`config.mk`:
```
export PLATFORM = sky130hd
export DESIGN_NAME = http_chunked_decoder_core_flat
export DESIGN_NICKNAME = d
export VERILOG_FILES = /design/src/rtl/hcd_pkg.sv /design/src/rtl/hcd_if.sv /design/src/rtl/http_chunked_decoder_core.sv /design/src/flat_wrapper.sv
export SDC_FILE = /design/constraint.sdc
export NUM_CORES = 1
export LEC_CHECK = 0
export ABC_AREA = 1
export BUFFER_PORTS_ARGS = -buffer_cell sky130_fd_sc_hd__buf_2
export CORE_UTILIZATION = 30
export DETAILED_ROUTE_END_ITERATION = 8
export SLEW_MARGIN = 20
export SYNTH_ARGS = -nofsm -noshare
export SYNTH_HDL_FRONTEND = slang
export SYNTH_SLANG_ARGS = --single-unit
```
`constraint.sdc`:
```
create_clock -name clk -period 3.7 [get_ports clk]
set_clock_uncertainty 0.05 [all_clocks]
set_input_delay 0.185 -clock clk [delete_from_list [all_inputs] [get_ports clk]]
set_output_delay 0.185 -clock clk [all_outputs]
set_load 0.05 [all_outputs]
```
`src/rtl/hcd_pkg.sv`:
```
`default_nettype none

package hcd_pkg;

    localparam logic [7:0] CH_CR    = 8'h0D;
    localparam logic [7:0] CH_LF    = 8'h0A;
    localparam logic [7:0] CH_SPACE = 8'h20;
    localparam logic [7:0] CH_TAB   = 8'h09;
    localparam logic [4:0] HEX_NONE = 5'd16;

    typedef enum logic [2:0] {
        PH_SIZE    = 3'd0,
        PH_DATA    = 3'd1,
        PH_TERM_CR = 3'd2,
        PH_TERM_LF = 3'd3,
        PH_STOP    = 3'd4
    } phase_t;

    typedef enum logic [2:0] {
        ST_RUNNING   = 3'd0,
        ST_FINISHED  = 3'd1,
        ST_NO_CRLF   = 3'd2,
        ST_TRUNCATED = 3'd3,
        ST_BAD_TERM  = 3'd4
    } status_t;

    // hex digit value, HEX_NONE when not a hex digit
    function automatic logic [4:0] hex_value(input logic [7:0] c);
        logic [4:0] v;
        v = HEX_NONE;
        if (c >= 8'h30 && c <= 8'h39) begin
            v = {1'b0, c[3:0]};
        end
        else if ((c >= 8'h41 && c <= 8'h46) || (c >= 8'h61 && c <= 8'h66)) begin
            v = {1'b0, c[3:0]} + 5'd9;
        end
        return v;
    endfunction

    // space, tab, lf, vt, ff, cr
    function automatic logic is_blank(input logic [7:0] c);
        return (c == CH_SPACE) || (c >= CH_TAB && c <= CH_CR);
    endfunction

endpackage

`default_nettype wire

```
`src/rtl/hcd_if.sv`:
```
`default_nettype none

interface hcd_in_if;
    logic       valid;
    logic       ready;
    logic [7:0] in_byte;
    logic       end_of_body;

    modport source (output valid, output in_byte, output end_of_body, input ready);
    modport sink   (input valid, input in_byte, input end_of_body, output ready);
endinterface

interface hcd_out_if;
    logic       valid;
    logic       ready;
    logic [7:0] out_byte;
    logic       out_valid;
    logic [2:0] status;
    logic       done_res;

    modport source (output valid, output out_byte, output out_valid, output status,
                    output done_res, input ready);
    modport sink   (input valid, input out_byte, input out_valid, input status,
                    input done_res, output ready);
endinterface

`default_nettype wire

```
`src/rtl/http_chunked_decoder_core.sv`:
```
// Chunked transfer body decoder.
// in_ch carries one body byte per beat, with end_of_body on the last byte
// of a body. out_ch carries zero or one result beat per input beat: a
// payload byte (out_valid set), a final status (done_res set), or both.
// Each body ends in exactly one done_res beat unless decoding already
// stopped; bytes after a stop are swallowed until end_of_body.
// A result is registered and appears on out_ch in the cycle after its input beat.
// Throughput: one input beat per cycle while in_ch.ready is high; the size
// line, data count and terminator checks are a single state update per byte,
// and one output register holds the result.
// in_ch.ready is high whenever the output register is empty or being
// drained, so a stalled receiver holds input only while a result waits.
// Reset clears the decoder to the start of a size line and empties the
// output register. SIZE_BITS sets the chunk size counter width; a size
// that needs more bits ends decoding as finished.
`default_nettype none

module http_chunked_decoder_core
    import hcd_pkg::*;
#(
    parameter int SIZE_BITS = 32
) (
    input  wire        clk,
    input  wire        rst_n,
    hcd_in_if.sink     in_ch,
    hcd_out_if.source  out_ch
);

    localparam logic [SIZE_BITS-1:0] REM_ONE = {{(SIZE_BITS-1){1'b0}}, 1'b1};

    phase_t               phase_reg, phase_next;
    logic [SIZE_BITS-1:0] rem_reg, rem_next;
    logic                 dseen_reg, dseen_next;
    logic                 dclosed_reg, dclosed_next;
    logic                 crpend_reg, crpend_next;

    logic                 obuf_valid_reg, obuf_valid_next;
    logic [7:0]           obyte_reg;
    logic                 opay_reg;
    status_t              ostatus_reg;

    logic                 accept;
    logic                 emit;
    logic                 pay;
    logic                 boundary;
    logic                 was_stopped;
    status_t              fin;
    logic [4:0]           hv;
    logic [7:0]           b;
    logic                 eob;

    assign b      = in_ch.in_byte;
    assign eob    = in_ch.end_of_body;
    assign hv     = hex_value(b);
    assign accept = in_ch.valid && in_ch.ready;

    always_comb
    begin
        phase_next   = phase_reg;
        rem_next     = rem_reg;
        dseen_next   = dseen_reg;
        dclosed_next = dclosed_reg;
        crpend_next  = crpend_reg;
        fin          = ST_RUNNING;
        pay          = 1'b0;
        boundary     = 1'b0;
        was_stopped  = 1'b0;

        unique case (phase_reg)
            PH_SIZE:
            begin
                if (crpend_reg && b == CH_LF)
                begin
                    crpend_next = 1'b0;
                    if (!dseen_reg || rem_reg == '0)
                    begin
                        phase_next = PH_STOP;
                        fin        = ST_FINISHED;
                    end
                    else
                    begin
                        phase_next = PH_DATA;
                    end
                    dseen_next   = 1'b0;
                    dclosed_next = 1'b0;
                end
                else
                begin
                    // a lone cr is a line character: it closes digits already seen
                    if (crpend_reg && !dclosed_next && dseen_next)
                    begin
                        dclosed_next = 1'b1;
                    end
                    crpend_next = (b == CH_CR);
                    if (b != CH_CR && !dclosed_next)
                    begin
                        if (hv != HEX_NONE)
                        begin
                            if (rem_next[SIZE_BITS-1 -: 4] != 4'd0)
                            begin
                                dclosed_next = 1'b1;
                                dseen_next   = 1'b0;
                                rem_next     = '0;
                            end
                            else
                            begin
                                rem_next   = {rem_next[SIZE_BITS-5:0], hv[3:0]};
                                dseen_next = 1'b1;
                            end
                        end
                        else if (dseen_next || !is_blank(b))
                        begin
                            dclosed_next = 1'b1;
                        end
                    end
                end
            end
            PH_DATA:
            begin
                pay      = 1'b1;
                rem_next = rem_reg - REM_ONE;
                if (rem_next == '0)
                begin
                    phase_next = PH_TERM_CR;
                end
            end
            PH_TERM_CR:
            begin
                if (b == CH_CR)
                begin
                    phase_next = PH_TERM_LF;
                end
                else if (!eob)
                begin
                    phase_next = PH_STOP;
                    fin        = ST_BAD_TERM;
                end
            end
            PH_TERM_LF:
            begin
                if (b == CH_LF)
                begin
                    phase_next = PH_SIZE;
                    boundary   = 1'b1;
                end
                else
                begin
                    phase_next = PH_STOP;
                    fin        = ST_BAD_TERM;
                end
            end
            default:
            begin
                phase_next  = PH_STOP;
                was_stopped = 1'b1;
            end
        endcase

        if (eob)
        begin
            if (fin == ST_RUNNING && !was_stopped)
            begin
                if (boundary)
                begin
                    fin = ST_FINISHED;
                end
                else if (phase_next == PH_SIZE)
                begin
                    fin = ST_NO_CRLF;
                end
                else if (phase_next != PH_STOP)
                begin
                    fin = ST_TRUNCATED;
                end
            end
            phase_next   = PH_SIZE;
            rem_next     = '0;
            dseen_next   = 1'b0;
            dclosed_next = 1'b0;
            crpend_next  = 1'b0;
        end

        emit = pay || (fin != ST_RUNNING);
    end

    always_comb
    begin
        obuf_valid_next = obuf_valid_reg;
        if (accept)
        begin
            obuf_valid_next = emit;
        end
        else if (out_ch.ready)
        begin
            obuf_valid_next = 1'b0;
        end
    end

    always_ff @(posedge clk or negedge rst_n)
    begin
        if (!rst_n)
        begin
            phase_reg      <= PH_SIZE;
            rem_reg        <= '0;
            dseen_reg      <= 1'b0;
            dclosed_reg    <= 1'b0;
            crpend_reg     <= 1'b0;
            obuf_valid_reg <= 1'b0;
        end
        else
        begin
            obuf_valid_reg <= obuf_valid_next;
            if (accept)
            begin
                phase_reg   <= phase_next;
                rem_reg     <= rem_next;
                dseen_reg   <= dseen_next;
                dclosed_reg <= dclosed_next;
                crpend_reg  <= crpend_next;
            end
        end
    end

    always_ff @(posedge clk)
    begin
        if (accept && emit)
        begin
            obyte_reg   <= pay ? b : 8'h00;
            opay_reg    <= pay;
            ostatus_reg <= fin;
        end
    end

    assign in_ch.ready      = !obuf_valid_reg || out_ch.ready;
    assign out_ch.valid     = obuf_valid_reg;
    assign out_ch.out_byte  = obyte_reg;
    assign out_ch.out_valid = opay_reg;
    assign out_ch.status    = ostatus_reg;
    assign out_ch.done_res  = (ostatus_reg != ST_RUNNING);

endmodule

`default_nettype wire

```
`src/flat_wrapper.sv`:
```
// flat-port wrapper written by rule: the top's interface ports become plain ports
module http_chunked_decoder_core_flat import hcd_pkg::*;
#(
    parameter int SIZE_BITS = 32
)
  (clk, rst_n, in_ch_valid, in_ch_in_byte, in_ch_end_of_body, in_ch_ready, out_ch_valid, out_ch_out_byte, out_ch_out_valid, out_ch_status, out_ch_done_res, out_ch_ready);
  hcd_in_if in_ch_i ();
  hcd_out_if out_ch_i ();
  input  wire clk;
  input  wire rst_n;
  input wire logic [$bits(in_ch_i.valid)-1:0] in_ch_valid;
  input wire logic [$bits(in_ch_i.in_byte)-1:0] in_ch_in_byte;
  input wire logic [$bits(in_ch_i.end_of_body)-1:0] in_ch_end_of_body;
  output wire logic [$bits(in_ch_i.ready)-1:0] in_ch_ready;
  output wire logic [$bits(out_ch_i.valid)-1:0] out_ch_valid;
  output wire logic [$bits(out_ch_i.out_byte)-1:0] out_ch_out_byte;
  output wire logic [$bits(out_ch_i.out_valid)-1:0] out_ch_out_valid;
  output wire logic [$bits(out_ch_i.status)-1:0] out_ch_status;
  output wire logic [$bits(out_ch_i.done_res)-1:0] out_ch_done_res;
  input wire logic [$bits(out_ch_i.ready)-1:0] out_ch_ready;
  assign in_ch_i.valid = in_ch_valid;
  assign in_ch_i.in_byte = in_ch_in_byte;
  assign in_ch_i.end_of_body = in_ch_end_of_body;
  assign in_ch_ready = in_ch_i.ready;
  assign out_ch_valid = out_ch_i.valid;
  assign out_ch_out_byte = out_ch_i.out_byte;
  assign out_ch_out_valid = out_ch_i.out_valid;
  assign out_ch_status = out_ch_i.status;
  assign out_ch_done_res = out_ch_i.done_res;
  assign out_ch_i.ready = out_ch_ready;
  http_chunked_decoder_core #(.SIZE_BITS(SIZE_BITS)) u_core (.clk(clk), .rst_n(rst_n), .in_ch(in_ch_i), .out_ch(out_ch_i));
endmodule
```
==> impl_metrics.yaml, run 1 <==
floorplan:
  fp-row-count: 40
  initial_core_util: 0.310
  die-area_mm2: 0.0129
  core_mm2: 0.0121
  io_pins: 28
  fp.dieW_um: 114
  fp.dieH_um: 114
timing:
  fin_ws_ns: 0.629
  holdWs_ns: -0.0304
  hold_viol: 39
  worst_pin_slew_ns: 0.941
  relSlewSlack: 0.373
  min_period_over_period: 0.830
  setup_viol: 0
  setup_tns_ns: 0
  drv_slew: 0
  rsz0062_at_grt: "false"
  period_minus_slack_ns: 3.07
  fmax_mhz: 326
placement:
  dpl_cell_area_mm2: 0.00407
  io_buffers: 27
  gp_congestion: 0.926
  dp_cells: 741
  dp_hpwl_um: 7980
  post-place-ws_ns: 0.610
detailed_routing:
  met3WireLength_um: 830
  drc: 0
  drt_pass1_iterations: 6
  drtIter0Drc: 397
  wl_met2_um: 4870
  drt_wl_total_um: 10500
  ant_nets: 0
  avgRoutedWirePerCell_um: 14.1
  vias_per_cell: 5.06
  routed.top_layer: "met4"
  wl_met1_um: 4700
  via_count: 3793
yosys:
  synth_flop_cell: "dfrtp_1"
  synth_edf_count: 12
  synthesis.area_mm2: 0.00374
  syn_nets: 572
  yosys_warnings: 0
  synthCells: 553
  syn_avg_cell_area_um2: 6.76
  async_reset_ff_frac: 0.765
  yosys_register_bits: 51
  seq_area_frac_synth: 0.358
  synth.distinct_cells: 38
global_routing:
  antenna_found_initial: 0
  grt_pass1_vias: 3585
  grt_pass1_wl_um: 17500
  grt_overflow: 0
  grt_max_degree: 40
  grtUsageTotal: 0.174
flow_run:
  drv_cap: 0
layout:
  drive_gt1_frac: 0.120
  layout_common_cells: "145 x nand2_1, 83 x nor2_1, 73 x inv_1"
  finish.utilization: 0.350
  largest_register_ffs: 32
  area_delta_synth_final_pct: 12.8
  nNetsFinal: 599
  diodes: 0
  final_common_cell: "nand2_1"
  layout.cells.non_filler: 749
  fin_area_mm2: 0.00422
clock_tree:
  htree_num_levels: 2
  clock-sinks: 51
  clkTransAtPathRegs_ns: 0.07
  postCtsHoldBufs: 0
  cts-root-buf: "clkbuf_16"
  cts_max_path_buffers: 2
  cts_tree: "yes"
  cts_resized: 0
  cts_buffers: 5
  cts_setup_buffers: 0
  clk_latency_ns: 0.31
critical_path:
  required_ns: 3.61
  worst_ep_arrival_time_ns: 2.98
  path_max_fanout: 12
  cp-end-kind: "flop"
  critPathLaunchType: "flop"
  crit_type: "reg -> reg"
min_path:
  min_path_type: "in -> async"
status:
  violations: "hold timing"
  status: "complete, but fails checks"
power:
  p_per_area_mw_per_mm2: 366
  peakVddDrop_uv: 167
  leakagePower_nw: 2.12
  total_power_mw: 1.54
## metal layers
| layer | track usage | vias up |
|---|---|---|
| met5 | 0 | - |
| met3 | 0.0271 | 12 |
| met1 | 0.227 | 1755 |
| met2 | 0.293 | 163 |
| li1 | - | 1863 |
| met4 | 0.0614 | 0 |
## report_power, final
group | internal (mW) | switching (mW)
registers | 0.589 | 0.0113
logic | 0.139 | 0.321
clock network | 0.267 | 0.214
total | 0.996 | 0.546
## cell families after synthesis
kind of cell	after synthesis	synth area share
AOI/OAI and AO/OA	93	0.150
xor gates and xnor gates	7	0.0164
adders and majority gates	6	0.0201
buffers and inverters	91	0.0927
DFF	51	0.358
and+or+nand+nor	305	0.363
## synthesized netlist by cell type, types with 7 or more instances
cell,number,area [um^2]
edfxtp_1,12,360
clkbuf_1,7,26.3
nand3_1,37,185
a22oi_1,10,75.1
nor2_1,83,312
nand2_1,145,544
nand4_1,9,56.3
o22ai_1,24,150
o21ai_0,34,170
a21oi_1,8,40.0
nor2_2,10,62.6
dfrtp_1,39,976
inv_1,73,274
## final cells by class
cell class,count,area [um^2]
fill,1310,7850
tap,168,210
sequential,51,1340
timing repair buffer,31,165
inverter,80,300
clock buffer,6,139
multi-input combinational,411,2050
clock inverter,2,11.3
## path summary, 6_finish.rpt
path	from	end	slack (ns)	cells past startpoint
worst max-delay path	u_core.rem_reg[0]$_DFFE_PN0P_	u_core.out_ch.out_valid$_DFFE_PP_	0.63	20
worst min register to register	u_core.out_ch.valid$_DFFE_PN0P_	u_core.out_ch.valid$_DFFE_PN0P_	0.48	2
min in group clk	out_ch_ready	u_core.out_ch.valid$_DFFE_PN0P_	0.12	4
worst min-delay path	rst_n	u_core.dseen_reg$_DFFE_PN0P_	-0.03	1
max in group asynchronous	rst_n	u_core.rem_reg[19]$_DFFE_PN0P_	3.04	1
worst max register to register	u_core.rem_reg[0]$_DFFE_PN0P_	u_core.out_ch.out_valid$_DFFE_PP_	0.63	20
## worst max-delay path, cell delays in order (launching register included)
cell     delay, ns
dfrtp_1       0.42
inv_2         0.12
ha_1          0.29
nand2_1       0.12
nor2_2        0.17
nand2_2       0.13
inv_2         0.10
nand2_1       0.05
nand2_1       0.05
nand2_1       0.07
nor2_1        0.10
nand2_1       0.07
nor2_2        0.07
nand3_1       0.11
nor2_1        0.11
nor2_1        0.06
nand3_1       0.06
nand2_1       0.06
nand3_1       0.07
nand2_1       0.07
inv_1         0.35
Power figures use the tool's default switching activity.
==> run 2: changes to the inputs <==
clock period = 2.7 ns   (was 3.7 ns; I/O delays follow)
==> run 2 against run 1 <==
The run ends with setup timing left. Sequential power is 37% higher. Wire length increased by 8.6%. First-iteration DRC count rose by 1.5%. Total power is 50% higher. Clock-buffer cell count up 1. Die area is the same. Cell area is 13% higher. Setup slack worse by 0.64 ns. Maximum frequency increased by 13%.
==> impl_metrics.yaml, run 2 (synthesis results as in run 1) <==
timing:
  drv_slew: 0
  hold_viol: 0
  relSlewSlack: 0.571
  setup_tns_ns: -0.0925
  worst_pin_slew_ns: 0.643
  fmax_mhz: 369
  setup_viol: 12
  fin_ws_ns: -0.00898
  period_minus_slack_ns: 2.71
  rsz0062_at_grt: "true"
  min_period_over_period: 1.00
layout:
  final_common_cell: "nand2_1"
  finish.utilization: 0.396
  largest_register_ffs: 32
  diodes: 0
  nNetsFinal: 643
  layout_common_cells: "139 x nand2_1, 70 x inv_1, 67 x nor2_1"
  drive_gt1_frac: 0.235
  area_delta_synth_final_pct: 27.8
power:
  leakagePower_nw: 2.40
  net-switching-power_mw: 0.829
  p_comb_frac: 0.360
  clockPowerShare: 0.286
  switching_share: 0.358
  p_seq_frac: 0.354
  peakVddDrop_uv: 242
  p_int_mw: 1.49
  p_per_area_mw_per_mm2: 485
detailed_routing:
  drt_pass1_iterations: 5
  vias_per_cell: 5.02
  drtIter0Drc: 403
  drt_wl_total_um: 11400
  ant_nets: 0
  drc: 0
  via_count: 3977
  avgRoutedWirePerCell_um: 14.4
global_routing:
  grt_pass1_vias: 3829
  grt_max_degree: 40
  antenna_found_initial: 0
  grtUsageTotal: 0.183
  grt_pass1_wl_um: 18700
  grt_overflow: 0
clock_tree:
  clk_latency_ns: 0.30
  cts_tree: "yes"
  clkTransAtPathRegs_ns: 0.07
  cts-root-buf: "clkbuf_16"
  cts_max_path_buffers: 2
  htree_num_levels: 2
  clock-sinks: 51
  cts_buffers: 5
critical_path:
  r2r-start: "u_core.rem_reg[3]$_DFFE_PN0P_"
  path_delay_family: "simple AND/OR/NAND/NOR gates"
  rr_worst_depth: 17
  critPathLaunchType: "flop"
  max_stage_delay_ns: 0.41
  path_max_fanout: 12
  crit_slowest_cell: "dfrtp_1"
  crit_type: "reg -> reg"
  critPathBufInv: 3
  path_depth: 17
  required_ns: 2.72
  timing.rr.end: "u_core.out_ch.out_byte[7]$_SDFFCE_PN0P_"
  path_cells: "buf_4 > nor2_4 > nand2_4 > nor2_8 > nand2_4 > nor2_4 > xor2_2 > nand2_1 > nor2_2 > nand3_2 > a21oi_2 > nand3_1 > nand2_1 > nand3_1 > nand2_1 > inv_2 > buf_12"
  crit_start: "u_core.rem_reg[3]$_DFFE_PN0P_"
  cp-end-kind: "flop"
  worst_ep_arrival_time_ns: 2.73
  ff2ff_setup_slack_ns: -0.009
  cpMostUsedCell: "nand2_1"
  setup.worst_path.end: "u_core.out_ch.out_byte[7]$_SDFFCE_PN0P_"
placement:
  gp_congestion: 0.898
  post-place-ws_ns: -0.137
  io_buffers: 27
  dp_hpwl_um: 8260
floorplan:
  io_pins: 28
  die-area_mm2: 0.0129
  fp.dieW_um: 114
  core_mm2: 0.0121
  initial_core_util: 0.310
  fp-row-count: 40
  fp.dieH_um: 114
status:
  violations: "setup timing"
  status: "complete, but fails checks"
min_path:
  min_path_type: "in -> reg"
flow_run:
  drv_cap: 0
==> run 2: what timing repair did <==
action | 4_1_cts | 5_1_grt
gates resized for setup | 10 | 42
hold buffers | 1 | 0
buffers inserted | 9 | 2
pin swaps | 10 | 13
setup endpoints to repair | 12 | 14
endpoints found under the hold margin | 39 | 0
==> run 2: per-stage QoR <==
stage / cell area [um^2] / instances / total power [mW] / hold WS, ns
3_5_place_dp: 4330 / 773 / 1.53 / 0.301
5_1_grt: 4770 / 793 / 2.44 / 0.0928
3_3_place_gp: 4330 / 773 / 1.52 / 0.299
4_1_cts: 4600 / 791 / 2.26 / 0.0627
6_report: 4770 / 793 / 2.32 / 0.0637
2_1_floorplan: 3740 / 553 / 1.31 / -0.211
==> run 2: worst min-delay path by stage <==
| stage | cells past startpoint | slack, ns | from | to |
|---|---|---|---|---|
| finish | 4 | 0.06 | out_ch_ready | u_core.out_ch.valid$_DFFE_PN0P_ |
| global route | 2 | 0.09 | in_ch_end_of_body | u_core.rem_reg[2]$_DFFE_PN0P_ |
| CTS | 4 | 0.06 | out_ch_ready | u_core.out_ch.valid$_DFFE_PN0P_ |
| detailed placement | 1 | 0.30 | rst_n | u_core.dclosed_reg$_DFFE_PN0P_ |
| global placement | 1 | 0.30 | rst_n | u_core.crpend_reg$_DFFE_PN0P_ |
| floorplan | 0 | -0.21 | rst_n | u_core.crpend_reg$_DFFE_PN0P_ |
==> run 2: worst min-delay path: cells and delay by family <==
kind	cells	cell delay (ns)
buffers and inverters	2	0.10
AND/OR/NAND/NOR	2	0.14
==> run 2: per-layer routing <==
metal / routed length [um] / GRT usage
met1: 5150 / 0.244
met2: 5360 / 0.307
met3: 764 / 0.0313
met4: 173 / 0.0500
met5: 0 / 0
==> run 2: layout make-up <==
class	count	area (um^2)
inverters	80	304
flip-flops and latches	51	1340
repair buffers	75	537
fillers	1219	7290
clock buffers	7	143
clock inverters	1	3.75
multi-input cells	411	2240
well taps	168	210
==> run 2: power by group through the flow <==
stage / registers (mW) / logic (mW) / clock network, mW
3_5_place_dp: 0.835 / 0.690 / 0
3_3_place_gp: 0.835 / 0.686 / 0
2_1_floorplan: 0.866 / 0.442 / 0
5_1_grt: 0.823 / 0.909 / 0.711
4_1_cts: 0.820 / 0.749 / 0.687
6_report: 0.821 / 0.834 / 0.661
